[src/rcpwc_pkg.sv]
// Shared types, constants and helpers for the RC pulse width capture block.
// No dependencies; every other file in src depends on this package.
`default_nettype none

package rcpwc_pkg;

    localparam int CNT_W     = 32;  // tick counter and width
    localparam int DUTY_W    = 16;  // Q0.16 duty
    localparam int NUM_CH    = 4;   // receiver pins
    localparam int CH_W      = 2;   // channel number
    localparam int FN_W      = 2;
    localparam int MODE_W    = 2;
    localparam int CFG_IDX_W = 3;

    localparam logic [MODE_W-1:0] MODE_NONE = 2'd0;
    localparam logic [MODE_W-1:0] MODE_ONE  = 2'd1;
    localparam logic [MODE_W-1:0] MODE_TWO  = 2'd2;

    localparam logic [DUTY_W-1:0] THR_CEIL_RESET = 16'd52429;

    typedef enum logic [FN_W-1:0] {
        FN_THROTTLE,
        FN_ROLL,
        FN_PITCH,
        FN_YAW
    } t_stick_fn;

    typedef enum logic [CFG_IDX_W-1:0] {
        REG_STICK_MODE,
        REG_MIN_WIDTH,
        REG_MAX_WIDTH,
        REG_THR_CEIL,
        REG_OFFSET_ONE,
        REG_OFFSET_TWO,
        REG_OFFSET_THREE,
        REG_OFFSET_FOUR
    } t_cfg_reg;

    typedef enum logic [2:0] {
        ST_IDLE,
        ST_SCAN,
        ST_LOAD,
        ST_WIDTH,
        ST_DIV,
        ST_EMIT
    } t_state;

    typedef struct packed {
        logic ge_max;
        logic le_min;
    } t_width_flags;

    // One bit of x - y - b: returns {borrow out, difference}.
    function automatic logic [1:0] sub_bit(input logic x, input logic y, input logic b);
        logic d;
        logic bo;
        d  = x ^ y ^ b;
        bo = (~x & y) | (~(x ^ y) & b);
        return {bo, d};
    endfunction

    function automatic t_stick_fn stick_fn(input logic [MODE_W-1:0] mode,
                                           input logic [CH_W-1:0] ch);
        t_stick_fn fn;
        if (mode == MODE_TWO) begin
            case (ch)
                2'd0:    fn = FN_PITCH;
                2'd1:    fn = FN_ROLL;
                2'd2:    fn = FN_THROTTLE;
                default: fn = FN_YAW;
            endcase
        end else begin
            case (ch)
                2'd0:    fn = FN_THROTTLE;
                2'd1:    fn = FN_YAW;
                2'd2:    fn = FN_PITCH;
                default: fn = FN_ROLL;
            endcase
        end
        return fn;
    endfunction

endpackage

`default_nettype wire

[src/rcpwc_ifs.sv]
// Handshake channels of the pulse width capture block: sample in, result out, config.
// Depends on rcpwc_pkg for field widths.
`default_nettype none

interface rcpwc_in_if;
    logic                           valid;
    logic                           ready;
    logic [rcpwc_pkg::NUM_CH-1:0]   pin_levels;
    logic [rcpwc_pkg::CNT_W-1:0]    timestamp;

    modport source (output valid, pin_levels, timestamp, input ready);
    modport sink   (input valid, pin_levels, timestamp, output ready);
endinterface

interface rcpwc_out_if;
    logic                           valid;
    logic                           ready;
    logic [rcpwc_pkg::FN_W-1:0]     stick_function;
    logic [rcpwc_pkg::CNT_W-1:0]    raw_width;
    logic [rcpwc_pkg::DUTY_W-1:0]   duty;
    logic                           last_of_run;

    modport source (output valid, stick_function, raw_width, duty, last_of_run, input ready);
    modport sink   (input valid, stick_function, raw_width, duty, last_of_run, output ready);
endinterface

interface rcpwc_cfg_if;
    logic                             valid;
    logic                             ready;
    logic [rcpwc_pkg::CFG_IDX_W-1:0]  index;
    logic [rcpwc_pkg::CNT_W-1:0]      data;

    modport source (output valid, index, data, input ready);
    modport sink   (input valid, index, data, output ready);
endinterface

`default_nettype wire

[src/rcpwc_width_unit.sv]
// Bit-serial width unit: width = now - edge - offset, plus width - min, max - min
// and the min/max compares, one bit per cycle LSB first. Depends on rcpwc_pkg.
`default_nettype none

module rcpwc_width_unit (
    input  logic                          i_clk,
    input  logic                          i_rst_n,
    input  logic                          i_start,
    input  logic [rcpwc_pkg::CNT_W-1:0]   i_now,
    input  logic [rcpwc_pkg::CNT_W-1:0]   i_edge,
    input  logic [rcpwc_pkg::CNT_W-1:0]   i_offset,
    input  logic [rcpwc_pkg::CNT_W-1:0]   i_min,
    input  logic [rcpwc_pkg::CNT_W-1:0]   i_max,
    output logic [rcpwc_pkg::CNT_W-1:0]   o_width,
    output logic [rcpwc_pkg::CNT_W-1:0]   o_num,
    output logic [rcpwc_pkg::CNT_W-1:0]   o_den,
    output rcpwc_pkg::t_width_flags       o_flags,
    output logic                          o_busy,
    output logic                          o_done
);
    import rcpwc_pkg::*;

    localparam int CNT_BITS = $clog2(CNT_W);

    logic                r_busy;
    logic                r_done;
    logic [CNT_BITS-1:0] r_cnt;
    logic [CNT_W-1:0]    r_now, r_edge, r_off, r_min, r_max;
    logic [CNT_W-1:0]    r_w, r_a, r_d;
    logic                r_b1, r_b2, r_b3, r_b4, r_b5;
    logic                r_anz;
    t_width_flags        r_flags;

    logic [1:0] s1, s2, s3, s4, s5;
    logic       last_bit;

    always_comb begin
        s1 = sub_bit(r_now[0], r_edge[0], r_b1);
        s2 = sub_bit(s1[0], r_off[0], r_b2);     // width bit
        s3 = sub_bit(s2[0], r_min[0], r_b3);     // width - min
        s4 = sub_bit(r_max[0], r_min[0], r_b4);  // max - min
        s5 = sub_bit(s2[0], r_max[0], r_b5);     // width - max, borrow only
        last_bit = (r_cnt == CNT_BITS'(CNT_W - 1));
    end

    always_ff @(posedge i_clk) begin
        if (!i_rst_n) begin
            r_busy <= 1'b0;
            r_done <= 1'b0;
            r_cnt  <= '0;
        end else begin
            r_done <= 1'b0;
            if (i_start) begin
                r_busy <= 1'b1;
                r_cnt  <= '0;
            end else if (r_busy) begin
                r_cnt <= r_cnt + 1'b1;
                if (last_bit) begin
                    r_busy <= 1'b0;
                    r_done <= 1'b1;
                end
            end
        end
    end

    always_ff @(posedge i_clk) begin
        if (i_start) begin
            r_now  <= i_now;
            r_edge <= i_edge;
            r_off  <= i_offset;
            r_min  <= i_min;
            r_max  <= i_max;
            r_b1   <= 1'b0;
            r_b2   <= 1'b0;
            r_b3   <= 1'b0;
            r_b4   <= 1'b0;
            r_b5   <= 1'b0;
            r_anz  <= 1'b0;
        end else if (r_busy) begin
            // advance every operand by one bit
            r_now  <= {1'b0, r_now[CNT_W-1:1]};
            r_edge <= {1'b0, r_edge[CNT_W-1:1]};
            r_off  <= {1'b0, r_off[CNT_W-1:1]};
            r_min  <= {1'b0, r_min[CNT_W-1:1]};
            r_max  <= {1'b0, r_max[CNT_W-1:1]};
            r_w    <= {s2[0], r_w[CNT_W-1:1]};
            r_a    <= {s3[0], r_a[CNT_W-1:1]};
            r_d    <= {s4[0], r_d[CNT_W-1:1]};
            r_b1   <= s1[1];
            r_b2   <= s2[1];
            r_b3   <= s3[1];
            r_b4   <= s4[1];
            r_b5   <= s5[1];
            r_anz  <= r_anz | s3[0];
            if (last_bit) begin
                r_flags.ge_max <= ~s5[1];
                // below min or exactly min
                r_flags.le_min <= s3[1] | ~(r_anz | s3[0]);
            end
        end
    end

    assign o_width = r_w;
    assign o_num   = r_a;
    assign o_den   = r_d;
    assign o_flags = r_flags;
    assign o_busy  = r_busy;
    assign o_done  = r_done;

endmodule

`default_nettype wire

[src/rcpwc_scale_div.sv]
// Digit-serial scale and divide: quot = floor(ceil * num / den), num < den,
// taking one ceiling bit per add and reduce step, MSB first. Depends on rcpwc_pkg.
`default_nettype none

module rcpwc_scale_div (
    input  logic                          i_clk,
    input  logic                          i_rst_n,
    input  logic                          i_start,
    input  logic [rcpwc_pkg::DUTY_W-1:0]  i_ceil,
    input  logic [rcpwc_pkg::CNT_W-1:0]   i_num,
    input  logic [rcpwc_pkg::CNT_W-1:0]   i_den,
    output logic [rcpwc_pkg::DUTY_W-1:0]  o_quot,
    output logic                          o_done
);
    import rcpwc_pkg::*;

    localparam int STEP_BITS = $clog2(DUTY_W);
    localparam int REM_W     = CNT_W + 2;

    logic                 r_busy;
    logic                 r_phase;
    logic                 r_done;
    logic [STEP_BITS-1:0] r_cnt;
    logic [DUTY_W-1:0]    r_ceil;
    logic [CNT_W-1:0]     r_num;
    logic [CNT_W-1:0]     r_den;
    logic [REM_W-1:0]     r_rem;
    logic [DUTY_W-1:0]    r_quot;

    logic [REM_W-1:0] add_rem;
    logic [REM_W-1:0] den1;
    logic [REM_W-1:0] den2;
    logic             last_step;

    always_comb begin
        den1      = {2'b00, r_den};
        den2      = {1'b0, r_den, 1'b0};
        add_rem   = {r_rem[REM_W-2:0], 1'b0}
                  + (r_ceil[DUTY_W-1] ? {2'b00, r_num} : {REM_W{1'b0}});
        last_step = (r_cnt == STEP_BITS'(DUTY_W - 1));
    end

    always_ff @(posedge i_clk) begin
        if (!i_rst_n) begin
            r_busy  <= 1'b0;
            r_phase <= 1'b0;
            r_done  <= 1'b0;
            r_cnt   <= '0;
        end else begin
            r_done <= 1'b0;
            if (i_start) begin
                r_busy  <= 1'b1;
                r_phase <= 1'b0;
                r_cnt   <= '0;
            end else if (r_busy) begin
                r_phase <= ~r_phase;
                if (r_phase) begin
                    r_cnt <= r_cnt + 1'b1;
                    if (last_step) begin
                        r_busy <= 1'b0;
                        r_done <= 1'b1;
                    end
                end
            end
        end
    end

    // Remainder stays below den after each step; after the add it is below 3*den.
    always_ff @(posedge i_clk) begin
        if (i_start) begin
            r_ceil <= i_ceil;
            r_num  <= i_num;
            r_den  <= i_den;
            r_rem  <= '0;
            r_quot <= '0;
        end else if (r_busy) begin
            if (!r_phase) begin
                r_rem  <= add_rem;
                r_quot <= {r_quot[DUTY_W-2:0], 1'b0};
                r_ceil <= {r_ceil[DUTY_W-2:0], 1'b0};
            end else if (r_rem >= den2) begin
                r_rem  <= r_rem - den2;
                r_quot <= r_quot + DUTY_W'(2);
            end else if (r_rem >= den1) begin
                r_rem  <= r_rem - den1;
                r_quot <= r_quot + DUTY_W'(1);
            end
        end
    end

    assign o_quot = r_quot;
    assign o_done = r_done;

endmodule

`default_nettype wire

[src/rc_pulse_width_capture.sv]
// Top level of the four-channel RC pulse width capture block: config registers,
// edge tracking, channel sequencer and output register. Depends on rcpwc_pkg,
// rcpwc_ifs, rcpwc_width_unit and rcpwc_scale_div.
//
//   channel  | dir | beat contents
//   ---------+-----+-----------------------------------------------------
//   i_in     | in  | pin_levels[3:0], timestamp[31:0]
//   o_out    | out | stick_function[1:0], raw_width[31:0], duty[15:0], last_of_run
//   i_cfg    | in  | index[2:0], data[31:0]; always ready
//
// A sample is accepted in idle and updates all edge state at once. In stick modes, each
// falling edge passes scan, load, the bit-serial width unit (one bit per cycle over 32
// bits, then done) and emit, plus the scale/divide unit (one ceiling bit per add and
// reduce step, then done) when the width lies strictly between min and max. The output
// register holds a result until taken; a stalled output holds the sequencer in its emit
// state. Synchronous reset clears control, config and edge state; no clearing pass.
`default_nettype none

module rc_pulse_width_capture (
    input  logic         i_clk,
    input  logic         i_rst_n,
    rcpwc_in_if.sink     i_in,
    rcpwc_out_if.source  o_out,
    rcpwc_cfg_if.sink    i_cfg
);
    import rcpwc_pkg::*;

    // configuration
    logic [MODE_W-1:0] r_mode;
    logic [CNT_W-1:0]  r_min;
    logic [CNT_W-1:0]  r_max;
    logic [DUTY_W-1:0] r_thr;
    logic [CNT_W-1:0]  r_offset [NUM_CH];

    // edge tracking
    logic [CNT_W-1:0]  r_edge_time [NUM_CH];
    logic [NUM_CH-1:0] r_high;
    logic [CNT_W-1:0]  r_now;
    logic [NUM_CH-1:0] r_fall;
    logic [CH_W-1:0]   r_ch;
    logic              r_last;

    t_state r_state, n_state;

    // output register
    logic              r_out_valid;
    t_stick_fn         r_out_fn;
    logic [CNT_W-1:0]  r_out_width;
    logic [DUTY_W-1:0] r_out_duty;
    logic              r_out_last;

    logic              in_ready;
    logic              in_take;
    logic              w_start;
    logic              d_start;
    logic              emit_load;
    logic [CH_W-1:0]   scan_ch;
    logic [NUM_CH-1:0] fall_clr;
    logic              emit_mode;

    logic [CNT_W-1:0]  w_width;
    logic [CNT_W-1:0]  w_num;
    logic [CNT_W-1:0]  w_den;
    t_width_flags      w_flags;
    logic              w_busy;
    logic              w_done;
    logic [DUTY_W-1:0] d_quot;
    logic              d_done;

    t_stick_fn         cur_fn;
    logic [DUTY_W-1:0] cur_ceil;
    logic [DUTY_W-1:0] cur_duty;

    assign i_cfg.ready = 1'b1;
    assign i_in.ready  = in_ready;
    assign in_take     = i_in.valid & in_ready;
    assign emit_mode   = (r_mode == MODE_ONE) || (r_mode == MODE_TWO);

    always_ff @(posedge i_clk) begin
        if (!i_rst_n) begin
            r_mode <= MODE_NONE;
            r_min  <= '0;
            r_max  <= '0;
            r_thr  <= THR_CEIL_RESET;
            for (int i = 0; i < NUM_CH; i++) begin
                r_offset[i] <= '0;
            end
        end else if (i_cfg.valid) begin
            case (t_cfg_reg'(i_cfg.index))
                REG_STICK_MODE:   r_mode      <= i_cfg.data[MODE_W-1:0];
                REG_MIN_WIDTH:    r_min       <= i_cfg.data;
                REG_MAX_WIDTH:    r_max       <= i_cfg.data;
                REG_THR_CEIL:     r_thr       <= i_cfg.data[DUTY_W-1:0];
                REG_OFFSET_ONE:   r_offset[0] <= i_cfg.data;
                REG_OFFSET_TWO:   r_offset[1] <= i_cfg.data;
                REG_OFFSET_THREE: r_offset[2] <= i_cfg.data;
                REG_OFFSET_FOUR:  r_offset[3] <= i_cfg.data;
                default: ;
            endcase
        end
    end

    // lowest pending falling edge goes first
    always_comb begin
        scan_ch = '0;
        for (int i = NUM_CH - 1; i >= 0; i--) begin
            if (r_fall[i]) begin
                scan_ch = CH_W'(i);
            end
        end
        fall_clr = r_fall & (r_fall - 1'b1);
    end

    always_ff @(posedge i_clk) begin
        if (!i_rst_n) begin
            r_state <= ST_IDLE;
        end else begin
            r_state <= n_state;
        end
    end

    always_comb begin
        n_state   = r_state;
        in_ready  = 1'b0;
        w_start   = 1'b0;
        d_start   = 1'b0;
        emit_load = 1'b0;
        case (r_state)
            ST_IDLE: begin
                in_ready = 1'b1;
                if (i_in.valid) begin
                    n_state = ST_SCAN;
                end
            end
            ST_SCAN: begin
                n_state = (r_fall == '0) ? ST_IDLE : ST_LOAD;
            end
            ST_LOAD: begin
                w_start = 1'b1;
                n_state = ST_WIDTH;
            end
            ST_WIDTH: begin
                if (w_done) begin
                    if (!w_flags.ge_max && !w_flags.le_min) begin
                        d_start = 1'b1;
                        n_state = ST_DIV;
                    end else begin
                        n_state = ST_EMIT;
                    end
                end
            end
            ST_DIV: begin
                if (d_done) begin
                    n_state = ST_EMIT;
                end
            end
            ST_EMIT: begin
                if (!r_out_valid || o_out.ready) begin
                    emit_load = 1'b1;
                    n_state   = ST_SCAN;
                end
            end
            default: n_state = ST_IDLE;
        endcase
    end

    always_ff @(posedge i_clk) begin
        if (!i_rst_n) begin
            r_high <= '0;
            r_fall <= '0;
            for (int i = 0; i < NUM_CH; i++) begin
                r_edge_time[i] <= '0;
            end
        end else if (in_take) begin
            r_high <= i_in.pin_levels;
            r_fall <= emit_mode ? (r_high & ~i_in.pin_levels) : '0;
            for (int i = 0; i < NUM_CH; i++) begin
                if (!r_high[i] && i_in.pin_levels[i]) begin
                    r_edge_time[i] <= i_in.timestamp;
                end
            end
        end else if (r_state == ST_SCAN) begin
            r_fall <= fall_clr;
        end
    end

    always_ff @(posedge i_clk) begin
        if (in_take) begin
            r_now <= i_in.timestamp;
        end
        if (r_state == ST_SCAN) begin
            r_ch   <= scan_ch;
            r_last <= (fall_clr == '0);
        end
    end

    rcpwc_width_unit u_width (
        .i_clk    (i_clk),
        .i_rst_n  (i_rst_n),
        .i_start  (w_start),
        .i_now    (r_now),
        .i_edge   (r_edge_time[r_ch]),
        .i_offset (r_offset[r_ch]),
        .i_min    (r_min),
        .i_max    (r_max),
        .o_width  (w_width),
        .o_num    (w_num),
        .o_den    (w_den),
        .o_flags  (w_flags),
        .o_busy   (w_busy),
        .o_done   (w_done)
    );

    always_comb begin
        cur_fn   = stick_fn(r_mode, r_ch);
        cur_ceil = (cur_fn == FN_THROTTLE) ? r_thr : {DUTY_W{1'b1}};
        if (w_flags.ge_max) begin
            cur_duty = cur_ceil;
        end else if (w_flags.le_min) begin
            cur_duty = '0;
        end else begin
            cur_duty = d_quot;
        end
    end

    rcpwc_scale_div u_div (
        .i_clk   (i_clk),
        .i_rst_n (i_rst_n),
        .i_start (d_start),
        .i_ceil  (cur_ceil),
        .i_num   (w_num),
        .i_den   (w_den),
        .o_quot  (d_quot),
        .o_done  (d_done)
    );

    always_ff @(posedge i_clk) begin
        if (!i_rst_n) begin
            r_out_valid <= 1'b0;
        end else if (emit_load) begin
            r_out_valid <= 1'b1;
        end else if (o_out.ready) begin
            r_out_valid <= 1'b0;
        end
    end

    always_ff @(posedge i_clk) begin
        if (emit_load) begin
            r_out_fn    <= cur_fn;
            r_out_width <= w_width;
            r_out_duty  <= cur_duty;
            r_out_last  <= r_last;
        end
    end

    assign o_out.valid          = r_out_valid;
    assign o_out.stick_function = r_out_fn;
    assign o_out.raw_width      = r_out_width;
    assign o_out.duty           = r_out_duty;
    assign o_out.last_of_run    = r_out_last;

`ifndef SYNTH
    a_scan_drops_one: assert property (@(posedge i_clk) disable iff (!i_rst_n)
        (r_state == ST_SCAN && r_fall != '0)
        |=> ($countones(r_fall) + 1 == $countones($past(r_fall))))
        else $error("scan did not drop exactly one pending channel");

    a_idle_no_pending: assert property (@(posedge i_clk) disable iff (!i_rst_n)
        (r_state == ST_IDLE) |-> (r_fall == '0))
        else $error("idle with falling edges still pending");

    a_last_means_done: assert property (@(posedge i_clk) disable iff (!i_rst_n)
        (emit_load && r_last) |-> (r_fall == '0))
        else $error("last_of_run set while channels remain");

    a_div_after_width: assert property (@(posedge i_clk) disable iff (!i_rst_n)
        (r_state == ST_DIV) |-> !w_busy)
        else $error("width unit busy during division");
`endif

endmodule

`default_nettype wire
[src/flat_wrapper.sv]
// flat-port wrapper written by rule: the top's interface ports become plain ports
module rc_pulse_width_capture_flat import rcpwc_pkg::*;
  (i_clk, i_rst_n, i_in_valid, i_in_pin_levels, i_in_timestamp, i_in_ready, o_out_valid, o_out_stick_function, o_out_raw_width, o_out_duty, o_out_last_of_run, o_out_ready, i_cfg_valid, i_cfg_index, i_cfg_data, i_cfg_ready);
  rcpwc_in_if i_in_i ();
  rcpwc_out_if o_out_i ();
  rcpwc_cfg_if i_cfg_i ();
  input  logic i_clk;
  input  logic i_rst_n;
  input wire logic [$bits(i_in_i.valid)-1:0] i_in_valid;
  input wire logic [$bits(i_in_i.pin_levels)-1:0] i_in_pin_levels;
  input wire logic [$bits(i_in_i.timestamp)-1:0] i_in_timestamp;
  output wire logic [$bits(i_in_i.ready)-1:0] i_in_ready;
  output wire logic [$bits(o_out_i.valid)-1:0] o_out_valid;
  output wire logic [$bits(o_out_i.stick_function)-1:0] o_out_stick_function;
  output wire logic [$bits(o_out_i.raw_width)-1:0] o_out_raw_width;
  output wire logic [$bits(o_out_i.duty)-1:0] o_out_duty;
  output wire logic [$bits(o_out_i.last_of_run)-1:0] o_out_last_of_run;
  input wire logic [$bits(o_out_i.ready)-1:0] o_out_ready;
  input wire logic [$bits(i_cfg_i.valid)-1:0] i_cfg_valid;
  input wire logic [$bits(i_cfg_i.index)-1:0] i_cfg_index;
  input wire logic [$bits(i_cfg_i.data)-1:0] i_cfg_data;
  output wire logic [$bits(i_cfg_i.ready)-1:0] i_cfg_ready;
  assign i_in_i.valid = i_in_valid;
  assign i_in_i.pin_levels = i_in_pin_levels;
  assign i_in_i.timestamp = i_in_timestamp;
  assign i_in_ready = i_in_i.ready;
  assign o_out_valid = o_out_i.valid;
  assign o_out_stick_function = o_out_i.stick_function;
  assign o_out_raw_width = o_out_i.raw_width;
  assign o_out_duty = o_out_i.duty;
  assign o_out_last_of_run = o_out_i.last_of_run;
  assign o_out_i.ready = o_out_ready;
  assign i_cfg_i.valid = i_cfg_valid;
  assign i_cfg_i.index = i_cfg_index;
  assign i_cfg_i.data = i_cfg_data;
  assign i_cfg_ready = i_cfg_i.ready;
  rc_pulse_width_capture u_core (.i_clk(i_clk), .i_rst_n(i_rst_n), .i_in(i_in_i), .o_out(o_out_i), .i_cfg(i_cfg_i));
endmodule
[config.mk]
export PLATFORM = sky130hd
export DESIGN_NAME = rc_pulse_width_capture_flat
export DESIGN_NICKNAME = d
export VERILOG_FILES = /design/src/rcpwc_pkg.sv /design/src/rcpwc_ifs.sv /design/src/rcpwc_width_unit.sv /design/src/rcpwc_scale_div.sv /design/src/rc_pulse_width_capture.sv /design/src/flat_wrapper.sv
export SDC_FILE = /design/constraint.sdc
export NUM_CORES = 1
export LEC_CHECK = 0
export ABC_AREA = 0
export BUFFER_PORTS_ARGS = -buffer_cell sky130_fd_sc_hd__buf_2
export CAP_MARGIN = 20
export CORE_ASPECT_RATIO = 0.6
export CORE_UTILIZATION = 50
export CTS_BUF_LIST = sky130_fd_sc_hd__clkbuf_8
export CTS_CLUSTER_SIZE = 40
export DETAILED_ROUTE_END_ITERATION = 7
export HOLD_SLACK_MARGIN = 0.1
export PLACE_DENSITY = 0.7
export SLEW_MARGIN = 15
export SYNTH_ARGS = -nofsm -noshare
export SYNTH_HDL_FRONTEND = slang
export SYNTH_SLANG_ARGS = --single-unit
[constraint.sdc]
create_clock -name i_clk -period 19.4 [get_ports i_clk]
set_clock_uncertainty 0.05 [all_clocks]
set_input_delay 3.88 -clock i_clk [delete_from_list [all_inputs] [get_ports i_clk]]
set_output_delay 3.88 -clock i_clk [all_outputs]
set_load 0.005 [all_outputs]
# Yosys cells after proc, flatten, opt, wreduce, memory -nomap -nowiden
# Memory sizes are Yosys's and may differ from the RTL's.
# Index checks and enable logic that the tools add are counted.
[totals]
memories = 2
in_bits = 76
regBits = 588
mem_bits_rw = 256
wordCells = 271
[op_classes]
addsub = 8
reduce_logical = 39
bitwise_logic = 54
magnitude_cmp = 2
eq_ne = 24
mux = 98
[mem_list]
columns = ["memory", "words", "width", "read_ports", "rd_ports_with_merged_regs", "write_ports", "line", "text"]
rows = [
  ["u_core.r_edge_time", 4, 32, 1, 0, 4, "rc_pulse_width_capture.sv:36", "logic [CNT_W-1:0] r_edge_time [NUM_CH];"],
  ["u_core.r_offset", 4, 32, 1, 0, 4, "rc_pulse_width_capture.sv:33", "logic [CNT_W-1:0] r_offset [NUM_CH];"],
]
[ops]
columns = ["operator", "n"]
rows = [
  ["$mux W32", 19],
  ["$mux W16", 9],
  ["$mux W34", 3],
  ["$mux W1", 53],
  ["$add A34 B34 Y34", 1],
  ["$ge A34 B32 Y1", 1],
  ["$ge A34 B33 Y1", 1],
  ["$sub A34 B32 Y34", 1],
  ["$sub A34 B33 Y34", 1],
  ["$eq A3 B3 Y1 const B", 6],
  ["$pmux W3 S6", 1],
  ["$add A16 B1 Y16 const B", 1],
  ["$add A16 B2 Y16 const B", 1],
  ["$not A1 Y1", 16],
  ["$reduce_and A2 Y1", 8],
  ["$or A1 B1 Y1", 15],
  ["$eq A3 B2 Y1 const B", 4],
  ["$mux W3", 4],
  ["$mux W4", 3],
  ["$pmux W2 S3", 2],
  ["$and A1 B1 Y1", 11],
  ["$xor A1 B1 Y1", 9],
  ["$and A4 B4 Y4", 2],
  ["$logic_not A4 Y1", 2],
  ["24 further kinds", 51],
]

# Logic depth before layout (Yosys ltp)
# Gate-level depths: netlist of the first run.
[depth]
depth_word = 9
depth_mapped = 14
ltp_nobuf = 12

# By module
# A second synthesis of the first run with hierarchy kept.
[unflattened]
cells_unflattened = 3078
hier_area_um2 = 39389.0
[modules_own_cells]
columns = ["module", "area_per_inst_um2", "seq_area_each_um2", "cells_each", "instances"]
rows = [
  ["rc_pulse_width_capture", 17635.7, 12151.7, 1251, 1],
  ["rcpwc_scale_div", 11362.1, 3543.4, 1321, 1],
  ["rcpwc_width_unit", 10391.2, 8007.7, 506, 1],
]

# Least setup slack after synthesis of the first run
# OpenSTA, ideal clock, no wires.
[synth_path]
kind = "input -> register"
startpoint = "input port i_in_valid"
endpoint = "memory u_core.r_edge_time[0][0], enable pin"
slack_ns = 12.405
stages = 3
t_arrival_ns = 6.479
setup_ns = 0.466
required_time_ns = 18.884
cell_sequence = "nand2_1 -> clkbuf_1 -> o21ai_0"
[synth_lines]
columns = ["item", "line", "text"]
rows = [
  ["start: declaration", "flat_wrapper.sv:9", "input wire logic [$bits(i_in_i.valid)-1:0] i_in_valid;"],
  ["end: declaration", "rc_pulse_width_capture.sv:36", ""],
]

# Worst setup path after layout of the first run
[layout_path]
startpoint = "register u_core.r_state[2]"
endpoint = "output port i_in_ready"
[layout_between]
elab_chain_len = 2
[layout_lines]
columns = ["item", "line", "text"]
rows = [
  ["start: declaration", "rc_pulse_width_capture.sv:43", "t_state r_state, n_state;"],
  ["start signal: assignment", "rc_pulse_width_capture.sv:118", "r_state <= n_state;"],
  ["$logic_not A3 Y1", "rc_pulse_width_capture.sv:128", "case (r_state)"],
  ["$mux W1", "rc_pulse_width_capture.sv:128", ""],
  ["end: declaration", "flat_wrapper.sv:12", "output wire logic [$bits(i_in_i.ready)-1:0] i_in_ready;"],
]
# Every way passes these cells.

==> impl_results.html, run 1 <==
<table>
<tr><th>Metric</th><th>Value</th></tr>
<tr><th colspan="2">Run status</th></tr>
<tr><td>Status</td><td>finished, final reports clean</td></tr>
<tr><th colspan="2">Synth</th></tr>
<tr><td>Number of flip-flops and latches in the synthesized netlist</td><td>844</td></tr>
<tr><td>Synth Flop Type</td><td>sky130_fd_sc_hd__edfxtp_1</td></tr>
<tr><td>Syn Inst Count</td><td>3164</td></tr>
<tr><td>Top cells by area, synth</td><td>sky130_fd_sc_hd__edfxtp_1, sky130_fd_sc_hd__dfxtp_1, sky130_fd_sc_hd__and2_1</td></tr>
<tr><td>EDFF count, synth</td><td>680</td></tr>
<tr><td>Proportion of register bits with asynchronous set or reset after synthesis</td><td>0%</td></tr>
<tr><td>Portion of the post-synthesis area used by sequential elements</td><td>60.0%</td></tr>
<tr><td>Syn Nets</td><td>3351</td></tr>
<tr><td>Mapped Area</td><td>39500 sq um</td></tr>
<tr><td>Top-area cell type share of the netlist area</td><td>51.6%</td></tr>
<tr><td>Avg Inst Size Synth</td><td>12.5 sq um</td></tr>
<tr><td>Synth area leader</td><td>sky130_fd_sc_hd__edfxtp_1</td></tr>
<tr><td>Count of distinct cell types in the synthesized netlist</td><td>93</td></tr>
<tr><td>Number of warnings printed during yosys synthesis</td><td>0</td></tr>
<tr><th colspan="2">Power and ir drop</th></tr>
<tr><td>Max rail drop VDD</td><td>0.0561 mV</td></tr>
<tr><td>Leakage power figure</td><td>16.0 nW</td></tr>
<tr><td>Pwr Density</td><td>113 nW/um^2</td></tr>
<tr><td>Final Total Pwr</td><td>4.93 mW</td></tr>
<tr><th colspan="2">Die</th></tr>
<tr><td>Die area</td><td>80200 sq um</td></tr>
<tr><td>Effective utilization at floorplan</td><td>50.8%</td></tr>
<tr><td>Placement row count</td><td>79</td></tr>
<tr><td># IOs</td><td>130</td></tr>
<tr><td>Chip width</td><td>365 um</td></tr>
<tr><td>Die height</td><td>220 um</td></tr>
<tr><td>Placeable core region</td><td>77900 sq um</td></tr>
<tr><th colspan="2">Worst setup path</th></tr>
<tr><td>Crit path required time</td><td>15.47 ns</td></tr>
<tr><td>Crit path capture type</td><td>output port</td></tr>
<tr><td>Arrival time worst endpoint</td><td>1.78 ns</td></tr>
<tr><td>Classification of the worst setup path</td><td>reg2out</td></tr>
<tr><td>Largest fanout on the critical path</td><td>12</td></tr>
<tr><td>Critical path launch point type</td><td>register</td></tr>
<tr><th colspan="2">STA</th></tr>
<tr><td>Fin. max-slew vios</td><td>0</td></tr>
<tr><td>Max Clock Freq</td><td>175 MHz</td></tr>
<tr><td>Setup TNS</td><td>0 ns</td></tr>
<tr><td>Unrepaired setup endpoints after global routing</td><td>no</td></tr>
<tr><td>Part of the cycle the worst path needs</td><td>29.4%</td></tr>
<tr><td>Slew HR</td><td>13.8%</td></tr>
<tr><td>Slew at the pin closest to its max-slew limit</td><td>1.29 ns</td></tr>
<tr><td>Final-report hold violation count</td><td>0</td></tr>
<tr><td>Final critical-path required period</td><td>5.71 ns</td></tr>
<tr><td>Number of endpoints failing setup at the final stage</td><td>0</td></tr>
<tr><th colspan="2">GRT</th></tr>
<tr><td>Tot GR Track Use</td><td>23.6%</td></tr>
<tr><td>Wire length of the first global-routing pass</td><td>146000 um</td></tr>
<tr><td>Routing usage on met1</td><td>36.9%</td></tr>
<tr><td>Via count of the first global-routing pass</td><td>25.0k</td></tr>
<tr><td>Global routing's busiest layer</td><td>met1</td></tr>
<tr><td>Global-route met3 utilization</td><td>6.37%</td></tr>
<tr><td>Pin count of the biggest net entering global routing</td><td>172</td></tr>
<tr><td>Global route total overflow</td><td>0</td></tr>
<tr><td>Antenna violations before repair</td><td>10</td></tr>
<tr><td>Met2 GRT Util</td><td>32.5%</td></tr>
<tr><th colspan="2">Routing</th></tr>
<tr><td>Total via count after detailed routing</td><td>25.9k</td></tr>
<tr><td>Number of nets with antenna violations after routing</td><td>0</td></tr>
<tr><td>DR WL/cell</td><td>21.3 um</td></tr>
<tr><td>First-iteration detailed-routing DRC count</td><td>2914</td></tr>
<tr><td>Total wire length</td><td>94500 um</td></tr>
<tr><td>DRC Markers</td><td>0</td></tr>
<tr><td>Total iterations of the first detailed-routing run</td><td>5</td></tr>
<tr><td>Vias per cell</td><td>5.82</td></tr>
<tr><th colspan="2">Final layout</th></tr>
<tr><td>Area of the multi-input gates</td><td>15000 sq um</td></tr>
<tr><td>FILL cells</td><td>6419</td></tr>
<tr><td>Commonest cells after routing, fill and taps aside</td><td>sky130_fd_sc_hd__edfxtp_1, sky130_fd_sc_hd__nand2_1, sky130_fd_sc_hd__and2_1</td></tr>
<tr><td>Area growth from synthesis to layout</td><td>10.5%</td></tr>
<tr><td># nets final</td><td>3478</td></tr>
<tr><td>Most common cell after layout, fill and taps aside</td><td>sky130_fd_sc_hd__edfxtp_1</td></tr>
<tr><td>Final design instance area without fill</td><td>43700 sq um</td></tr>
<tr><td>Ratio of cells with drive above 1 in the final layout</td><td>17.6%</td></tr>
<tr><td>Total area of sequential cells</td><td>23700 sq um</td></tr>
<tr><th colspan="2">Placement</th></tr>
<tr><td>Instance area after placement</td><td>41300 sq um</td></tr>
<tr><td>Final HPWL from detailed placement</td><td>61800 um</td></tr>
<tr><td>Number of buffer cells added on primary ports</td><td>128</td></tr>
<tr><td>Routability cong.</td><td>0.934</td></tr>
<tr><th colspan="2">CTS</th></tr>
<tr><td>Number of buffers inserted during clock tree synthesis</td><td>118</td></tr>
<tr><td>Number of clock sinks seen by CTS</td><td>844</td></tr>
<tr><td>CTS clock-pin slew for the worst setup and hold paths</td><td>0.07 ns</td></tr>
<tr><td>Hold buffer count at CTS</td><td>0</td></tr>
<tr><td>Cts repair resizes</td><td>0</td></tr>
<tr><td>Clock latency on the worst-skew pair</td><td>0.80 ns</td></tr>
<tr><td>Number of buffers inserted by post-CTS setup repair</td><td>0</td></tr>
<tr><td>Clk root buf</td><td>sky130_fd_sc_hd__clkbuf_8</td></tr>
<tr><td>Maximum clock insertion buffer count</td><td>3</td></tr>
<tr><td>Clock tree from TritonCTS</td><td>yes</td></tr>
<tr><td>H-tree level count</td><td>3</td></tr>
<tr><th colspan="2">Flow run</th></tr>
<tr><td>Max-cap violation count</td><td>0</td></tr>
<tr><th colspan="2">Min path</th></tr>
<tr><td>Worst hold path class</td><td>reg2reg</td></tr>
</table>
## final cells by class
type / instances / area share, %
tap: 1053 / 3.02
timing repair buffer: 172 / 2.39
clock inverter: 85 / 1.14
antenna: 3 / 0.0172
clock buffer: 134 / 4.22
inverter: 65 / 0.562
sequential: 844 / 54.3
multi-input combinational: 2090 / 34.4
## stage by stage
step	instances	setup WS [ns]	hold slack [ns]	utilization (%)
detailed placement	4222	13.33	0.357	53.0
floorplan	3164	12.41	0.350	-
global placement	4220	13.40	0.351	52.9
CTS	4441	13.62	0.375	56.0
global route	4446	13.51	0.388	56.1
finish	4446	13.69	0.377	56.1
## report_power, final
group	switching [mW]	leakage [nW]	internal [mW]
combinational	0.836	6.81	0.527
sequential	0.117	7.78	2.08
clock	0.684	1.40	0.688
## cell usage after synthesis, types with 5 or more instances
cell type,instances
sky130_fd_sc_hd__edfxtp_1,680
sky130_fd_sc_hd__nand2_1,338
sky130_fd_sc_hd__and2_1,299
sky130_fd_sc_hd__dfxtp_1,164
sky130_fd_sc_hd__mux2_2,155
sky130_fd_sc_hd__a21oi_1,150
sky130_fd_sc_hd__nor2_1,129
sky130_fd_sc_hd__clkbuf_1,126
sky130_fd_sc_hd__o21ai_0,119
sky130_fd_sc_hd__ha_1,104
sky130_fd_sc_hd__a21boi_0,85
sky130_fd_sc_hd__mux4_2,64
sky130_fd_sc_hd__inv_1,63
sky130_fd_sc_hd__nand3_1,59
sky130_fd_sc_hd__xnor2_1,47
sky130_fd_sc_hd__a21o_1,46
sky130_fd_sc_hd__xor2_1,41
sky130_fd_sc_hd__nor3_1,40
sky130_fd_sc_hd__o21ai_1,35
sky130_fd_sc_hd__nand2b_1,34
sky130_fd_sc_hd__a31oi_1,30
sky130_fd_sc_hd__a211oi_1,27
sky130_fd_sc_hd__o21a_1,27
sky130_fd_sc_hd__buf_2,21
sky130_fd_sc_hd__nand4_1,21
sky130_fd_sc_hd__mux2i_1,18
sky130_fd_sc_hd__o211ai_1,18
sky130_fd_sc_hd__nor2b_1,17
sky130_fd_sc_hd__o22ai_1,13
sky130_fd_sc_hd__and3_1,12
sky130_fd_sc_hd__buf_1,12
sky130_fd_sc_hd__o21bai_1,10
sky130_fd_sc_hd__a211o_1,9
sky130_fd_sc_hd__o211a_1,9
sky130_fd_sc_hd__o31ai_1,9
sky130_fd_sc_hd__nor4_1,8
sky130_fd_sc_hd__fa_1,7
sky130_fd_sc_hd__or2_2,6
sky130_fd_sc_hd__or3_1,5
## routing by layer
metal | part of all wire, % | vias up
li1 | - | 12000
met1 | 49 | 12800
met2 | 41 | 963
met3 | 8.8 | 137
met4 | 1.5 | 12
met5 | 0.086 | -
## flip-flops by register name (all words and copies together), names as in the netlist, 32 cells and up
signal	cells
u_core.u_width.o_width	32
u_core.u_div.r_num	32
u_core.u_width.o_den	32
u_core.r_now	32
u_core.r_offset	128
u_core.r_max	32
u_core.u_width.r_edge	32
u_core.u_width.r_off	32
u_core.u_div.r_den	32
u_core.u_div.r_rem	34
u_core.u_width.o_num	32
u_core.u_width.r_now	32
u_core.o_out.raw_width	32
u_core.u_width.r_max	32
u_core.u_width.r_min	32
u_core.r_min	32
u_core.r_edge_time	128
## final timing paths
path,endpoint,slack [ns],cells past startpoint,startpoint
worst min register to register,u_core.u_div.r_den[0],0.38,0,u_core.u_width.o_den[0]
worst max register to register,u_core.u_div.r_rem[32],14.97,12,u_core.u_div.r_ceil[15]
worst max-delay path,i_in_ready,13.69,2,u_core.r_state[2]
worst min-delay path,u_core.u_div.r_den[0],0.38,0,u_core.u_width.o_den[0]
## logic make-up (layout without fill, tap and decap cells)
logic type | after synthesis | in the layout | synth area share (%)
fa+ha+maj | 112 | 112 | 3.67
simple gates | 998 | 998 | 12.7
flops | 844 | 844 | 60.0
mux | 237 | 237 | 8.52
buf+inv | 230 | 456 | 2.34
compound gates | 654 | 654 | 10.8
other cells | 1 | 4 | 0.00949
xor+xnor | 88 | 88 | 1.95
## worst max-delay path, cell delays in order, from the launching register on
cell	delay, ns
sky130_fd_sc_hd__dfxtp_1	0.43
sky130_fd_sc_hd__nor3_1	0.32
sky130_fd_sc_hd__buf_2	0.24
No activity file was read; power rests on OpenSTA's default activity.
==> run 2: changes to the inputs <==
clock period = 5.4 ns   (was 19.4 ns; I/O delays follow)
==> impl_results.html, run 2 (synthesis results as in run 1) <==
<table>
<tr><th>Metric</th><th>Value</th></tr>
<tr><th colspan="2">Run status</th></tr>
<tr><td>Status</td><td>finished, final reports clean</td></tr>
<tr><th colspan="2">STA</th></tr>
<tr><td>Slew HR</td><td>26.4% (+13 points)</td></tr>
<tr><td>Unrepaired setup endpoints after global routing</td><td>no</td></tr>
<tr><td>Final critical-path required period</td><td>4.25 ns</td></tr>
<tr><td>Number of endpoints failing setup at the final stage</td><td>0 (unchanged)</td></tr>
<tr><td>Final-report hold violation count</td><td>0 (unchanged)</td></tr>
<tr><td>Fin. max-slew vios</td><td>0 (unchanged)</td></tr>
<tr><td>Setup TNS</td><td>0 ns (unchanged)</td></tr>
<tr><td>Max Clock Freq</td><td>235 MHz</td></tr>
<tr><td>Slew at the pin closest to its max-slew limit</td><td>1.10 ns (-0.182 ns)</td></tr>
<tr><td>Part of the cycle the worst path needs</td><td>78.7%</td></tr>
<tr><th colspan="2">CTS</th></tr>
<tr><td>Clock latency on the worst-skew pair</td><td>0.81 ns (about the same)</td></tr>
<tr><td>Maximum clock insertion buffer count</td><td>3 (unchanged)</td></tr>
<tr><td>CTS clock-pin slew for the worst setup and hold paths</td><td>0.07 ns (about the same)</td></tr>
<tr><td>Number of clock sinks seen by CTS</td><td>844 (unchanged)</td></tr>
<tr><td>Clock tree from TritonCTS</td><td>yes</td></tr>
<tr><td>Cts repair resizes</td><td>0 (unchanged)</td></tr>
<tr><td>Clk root buf</td><td>sky130_fd_sc_hd__clkbuf_8</td></tr>
<tr><td>Number of buffers inserted during clock tree synthesis</td><td>120 (+1.7%)</td></tr>
<tr><td>Hold buffer count at CTS</td><td>0 (unchanged)</td></tr>
<tr><td>H-tree level count</td><td>3 (unchanged)</td></tr>
<tr><td>Number of buffers inserted by post-CTS setup repair</td><td>0 (unchanged)</td></tr>
<tr><th colspan="2">GRT</th></tr>
<tr><td>Global routing's busiest layer</td><td>met1</td></tr>
<tr><td>Routing usage on met1</td><td>39.2% (+2.4 points)</td></tr>
<tr><td>Via count of the first global-routing pass</td><td>25.4k (+1.5%)</td></tr>
<tr><td>Tot GR Track Use</td><td>25.1% (+1.4 points)</td></tr>
<tr><td>Pin count of the biggest net entering global routing</td><td>171 (-0.58%)</td></tr>
<tr><td>Antenna violations before repair</td><td>15 (+5)</td></tr>
<tr><td>Met2 GRT Util</td><td>33.5% (+0.94 points)</td></tr>
<tr><td>Global-route met3 utilization</td><td>7.83% (+1.5 points)</td></tr>
<tr><td>Wire length of the first global-routing pass</td><td>153000 um (+4.6%)</td></tr>
<tr><td>Global route total overflow</td><td>0 (unchanged)</td></tr>
<tr><th colspan="2">Placement</th></tr>
<tr><td>Final HPWL from detailed placement</td><td>65600 um (+6.2%)</td></tr>
<tr><td>Number of buffer cells added on primary ports</td><td>128 (unchanged)</td></tr>
<tr><td>Routability cong.</td><td>0.996 (+6.6%)</td></tr>
<tr><th colspan="2">Routing</th></tr>
<tr><td>Total iterations of the first detailed-routing run</td><td>5 (unchanged)</td></tr>
<tr><td>Number of nets with antenna violations after routing</td><td>0 (unchanged)</td></tr>
<tr><td>First-iteration detailed-routing DRC count</td><td>2752 (-5.6%)</td></tr>
<tr><td>DR WL/cell</td><td>22.5 um (+5.8%)</td></tr>
<tr><td>Total wire length</td><td>100000 um (+6.2%)</td></tr>
<tr><td>DRC Markers</td><td>0 (unchanged)</td></tr>
<tr><td>Vias per cell</td><td>5.89 (+1.3%)</td></tr>
<tr><td>Total via count after detailed routing</td><td>26.3k (+1.6%)</td></tr>
<tr><th colspan="2">Worst setup path</th></tr>
<tr><td>Crit path capture type</td><td>register</td></tr>
<tr><td>Largest fanout on the critical path</td><td>17 (+5)</td></tr>
<tr><td>Buffers plus inverters on the worst setup path</td><td>2 (+1)</td></tr>
<tr><td>Critical path launch point type</td><td>register</td></tr>
<tr><td>Arrival time worst endpoint</td><td>4.87 ns (+3.09 ns)</td></tr>
<tr><td>Critical path's largest stage delay</td><td>0.67 ns (+0.24 ns)</td></tr>
<tr><td>Crit path required time</td><td>6.02 ns (-9.45 ns)</td></tr>
<tr><td>Classification of the worst setup path</td><td>reg2reg</td></tr>
<tr><td>Critical path cell sequence</td><td>inv_1 &gt; ha_1 &gt; a21o_1 &gt; a221oi_2 &gt; nand2b_1 &gt; a211oi_2 &gt; a211oi_4 &gt; nand3_4 &gt; o21ai_2 &gt; buf_4 &gt; a211oi_1 &gt; a32o_1</td></tr>
<tr><td>Critical-path cell with the highest stage delay</td><td>sky130_fd_sc_hd__o21ai_2</td></tr>
<tr><td>CP top delay family</td><td>compound AO/OA/AOI/OAI gates</td></tr>
<tr><th colspan="2">Final layout</th></tr>
<tr><td>Most common cell after layout, fill and taps aside</td><td>sky130_fd_sc_hd__edfxtp_1</td></tr>
<tr><td>Ratio of cells with drive above 1 in the final layout</td><td>18.1% (+0.48 points)</td></tr>
<tr><td>FILL cells</td><td>6408 (-0.17%)</td></tr>
<tr><td>Share of the core filled with cells</td><td>56.3% (+0.20 points)</td></tr>
<tr><td>Largest regs</td><td>u_core.r_edge_time (128), u_core.r_offset (128), u_core.u_div.r_rem (34)</td></tr>
<tr><td># nets final</td><td>3488 (+0.29%)</td></tr>
<tr><td>Commonest cells after routing, fill and taps aside</td><td>sky130_fd_sc_hd__edfxtp_1, sky130_fd_sc_hd__nand2_1, sky130_fd_sc_hd__and2_1</td></tr>
<tr><td>Area growth from synthesis to layout</td><td>10.9%</td></tr>
<tr><th colspan="2">Power and ir drop</th></tr>
<tr><td>Comb power frac</td><td>28.3% (+0.6 points)</td></tr>
<tr><td>Pwr Density</td><td>411 nW/um^2 (+260%)</td></tr>
<tr><td>Internal cell power</td><td>11.9 mW (+260%)</td></tr>
<tr><td>Max rail drop VDD</td><td>0.249 mV (+340%)</td></tr>
<tr><td>Clock share of power</td><td>27.8% (about the same)</td></tr>
<tr><td>Share of total power consumed by net switching</td><td>34.1% (+0.86 points)</td></tr>
<tr><td>Leakage power figure</td><td>16.0 nW (+0.23%)</td></tr>
<tr><td>Net switching power</td><td>6.13 mW (+270%)</td></tr>
<tr><td>Share of power burned in registers</td><td>43.9% (-0.6 points)</td></tr>
<tr><th colspan="2">Die</th></tr>
<tr><td>Placeable core region</td><td>77900 sq um (unchanged)</td></tr>
<tr><td>Die area</td><td>80200 sq um (unchanged)</td></tr>
<tr><td># IOs</td><td>130 (unchanged)</td></tr>
<tr><td>Die height</td><td>220 um (unchanged)</td></tr>
<tr><td>Placement row count</td><td>79 (unchanged)</td></tr>
<tr><td>Chip width</td><td>365 um (unchanged)</td></tr>
<tr><td>Effective utilization at floorplan</td><td>50.8% (unchanged)</td></tr>
<tr><th colspan="2">Flow run</th></tr>
<tr><td>Max-cap violation count</td><td>0 (unchanged)</td></tr>
<tr><th colspan="2">Min path</th></tr>
<tr><td>Worst hold path class</td><td>reg2reg</td></tr>
</table>
## run 2: cell types whose count changed in the layout (fill, tap and decap cells not counted), moves of 5 or more
cell	previous run	this run
sky130_fd_sc_hd__inv_1	117	106
sky130_fd_sc_hd__clkinv_2	11	19
sky130_fd_sc_hd__buf_4	40	47
sky130_fd_sc_hd__clkinv_1	10	17
sky130_fd_sc_hd__clkbuf_8	134	139
## run 2: worst register-to-register path, delay by kind of cell, from the launching register on
family                     cells  cell delay (ns)
AOI/OAI and AO/OA              7             2.29
buffers and inverters          2             0.50
adders and majority gates      1             0.49
and+or+nand+nor                2             0.47
DFF                            1             0.34
## run 2: worst paths after layout
kind / cells after the start / endpoint / slack, ns / from
setup reg to reg: 12 / u_core.u_div.r_rem[16] / 1.15 / u_core.u_div.r_den[18]
setup / recovery: 12 / u_core.u_div.r_rem[16] / 1.15 / u_core.u_div.r_den[18]
hold / removal: 0 / u_core.u_div.r_num[0] / 0.37 / u_core.u_width.o_num[0]
hold reg to reg: 0 / u_core.u_div.r_num[0] / 0.37 / u_core.u_width.o_num[0]
## run 2: power by group through the flow
stage | Clock [mW] | Combinational [mW] | Sequential (mW)
final | 5.01 | 5.09 | 7.90
after floorplan | 0 | 3.56 | 7.82
after detailed placement | 0 | 4.89 | 8.01
after CTS | 5.12 | 4.93 | 7.87
after global routing | 5.42 | 5.49 | 7.93
after global placement | 0 | 4.87 | 7.98
## run 2: layer usage
layer	vias up	wire length, um
met5	-	110
met4	20	1650
met3	161	9440
met2	1068	40400
met1	13000	48800
li1	12000	-
## run 2: layout make-up
cell class / count / area [sq um] / share of cell area, %
sequential: 844 / 23700 / 54.1
multi-input combinational: 2090 / 15100 / 34.3
clock buffer: 139 / 1910 / 4.36
tap: 1053 / 1320 / 3.01
timing repair buffer: 180 / 1110 / 2.53
clock inverter: 87 / 482 / 1.10
inverter: 65 / 245 / 0.560
antenna: 3 / 7.51 / 0.0171
## run 2: metrics by stage
step                      power [mW]  hold WS, ns  cell area, sq um  std cells  setup slack (ns)
after global placement          12.9        0.350             41400       4230              1.41
after detailed placement        12.9        0.366             41400       4231              1.29
after CTS                       17.9        0.363             43800       4457              1.25
after global routing            18.8        0.374             43800       4460              1.01
after floorplan                 11.4        0.350             39500       3164              1.15
final                           18.0        0.372             43800       4461              1.15
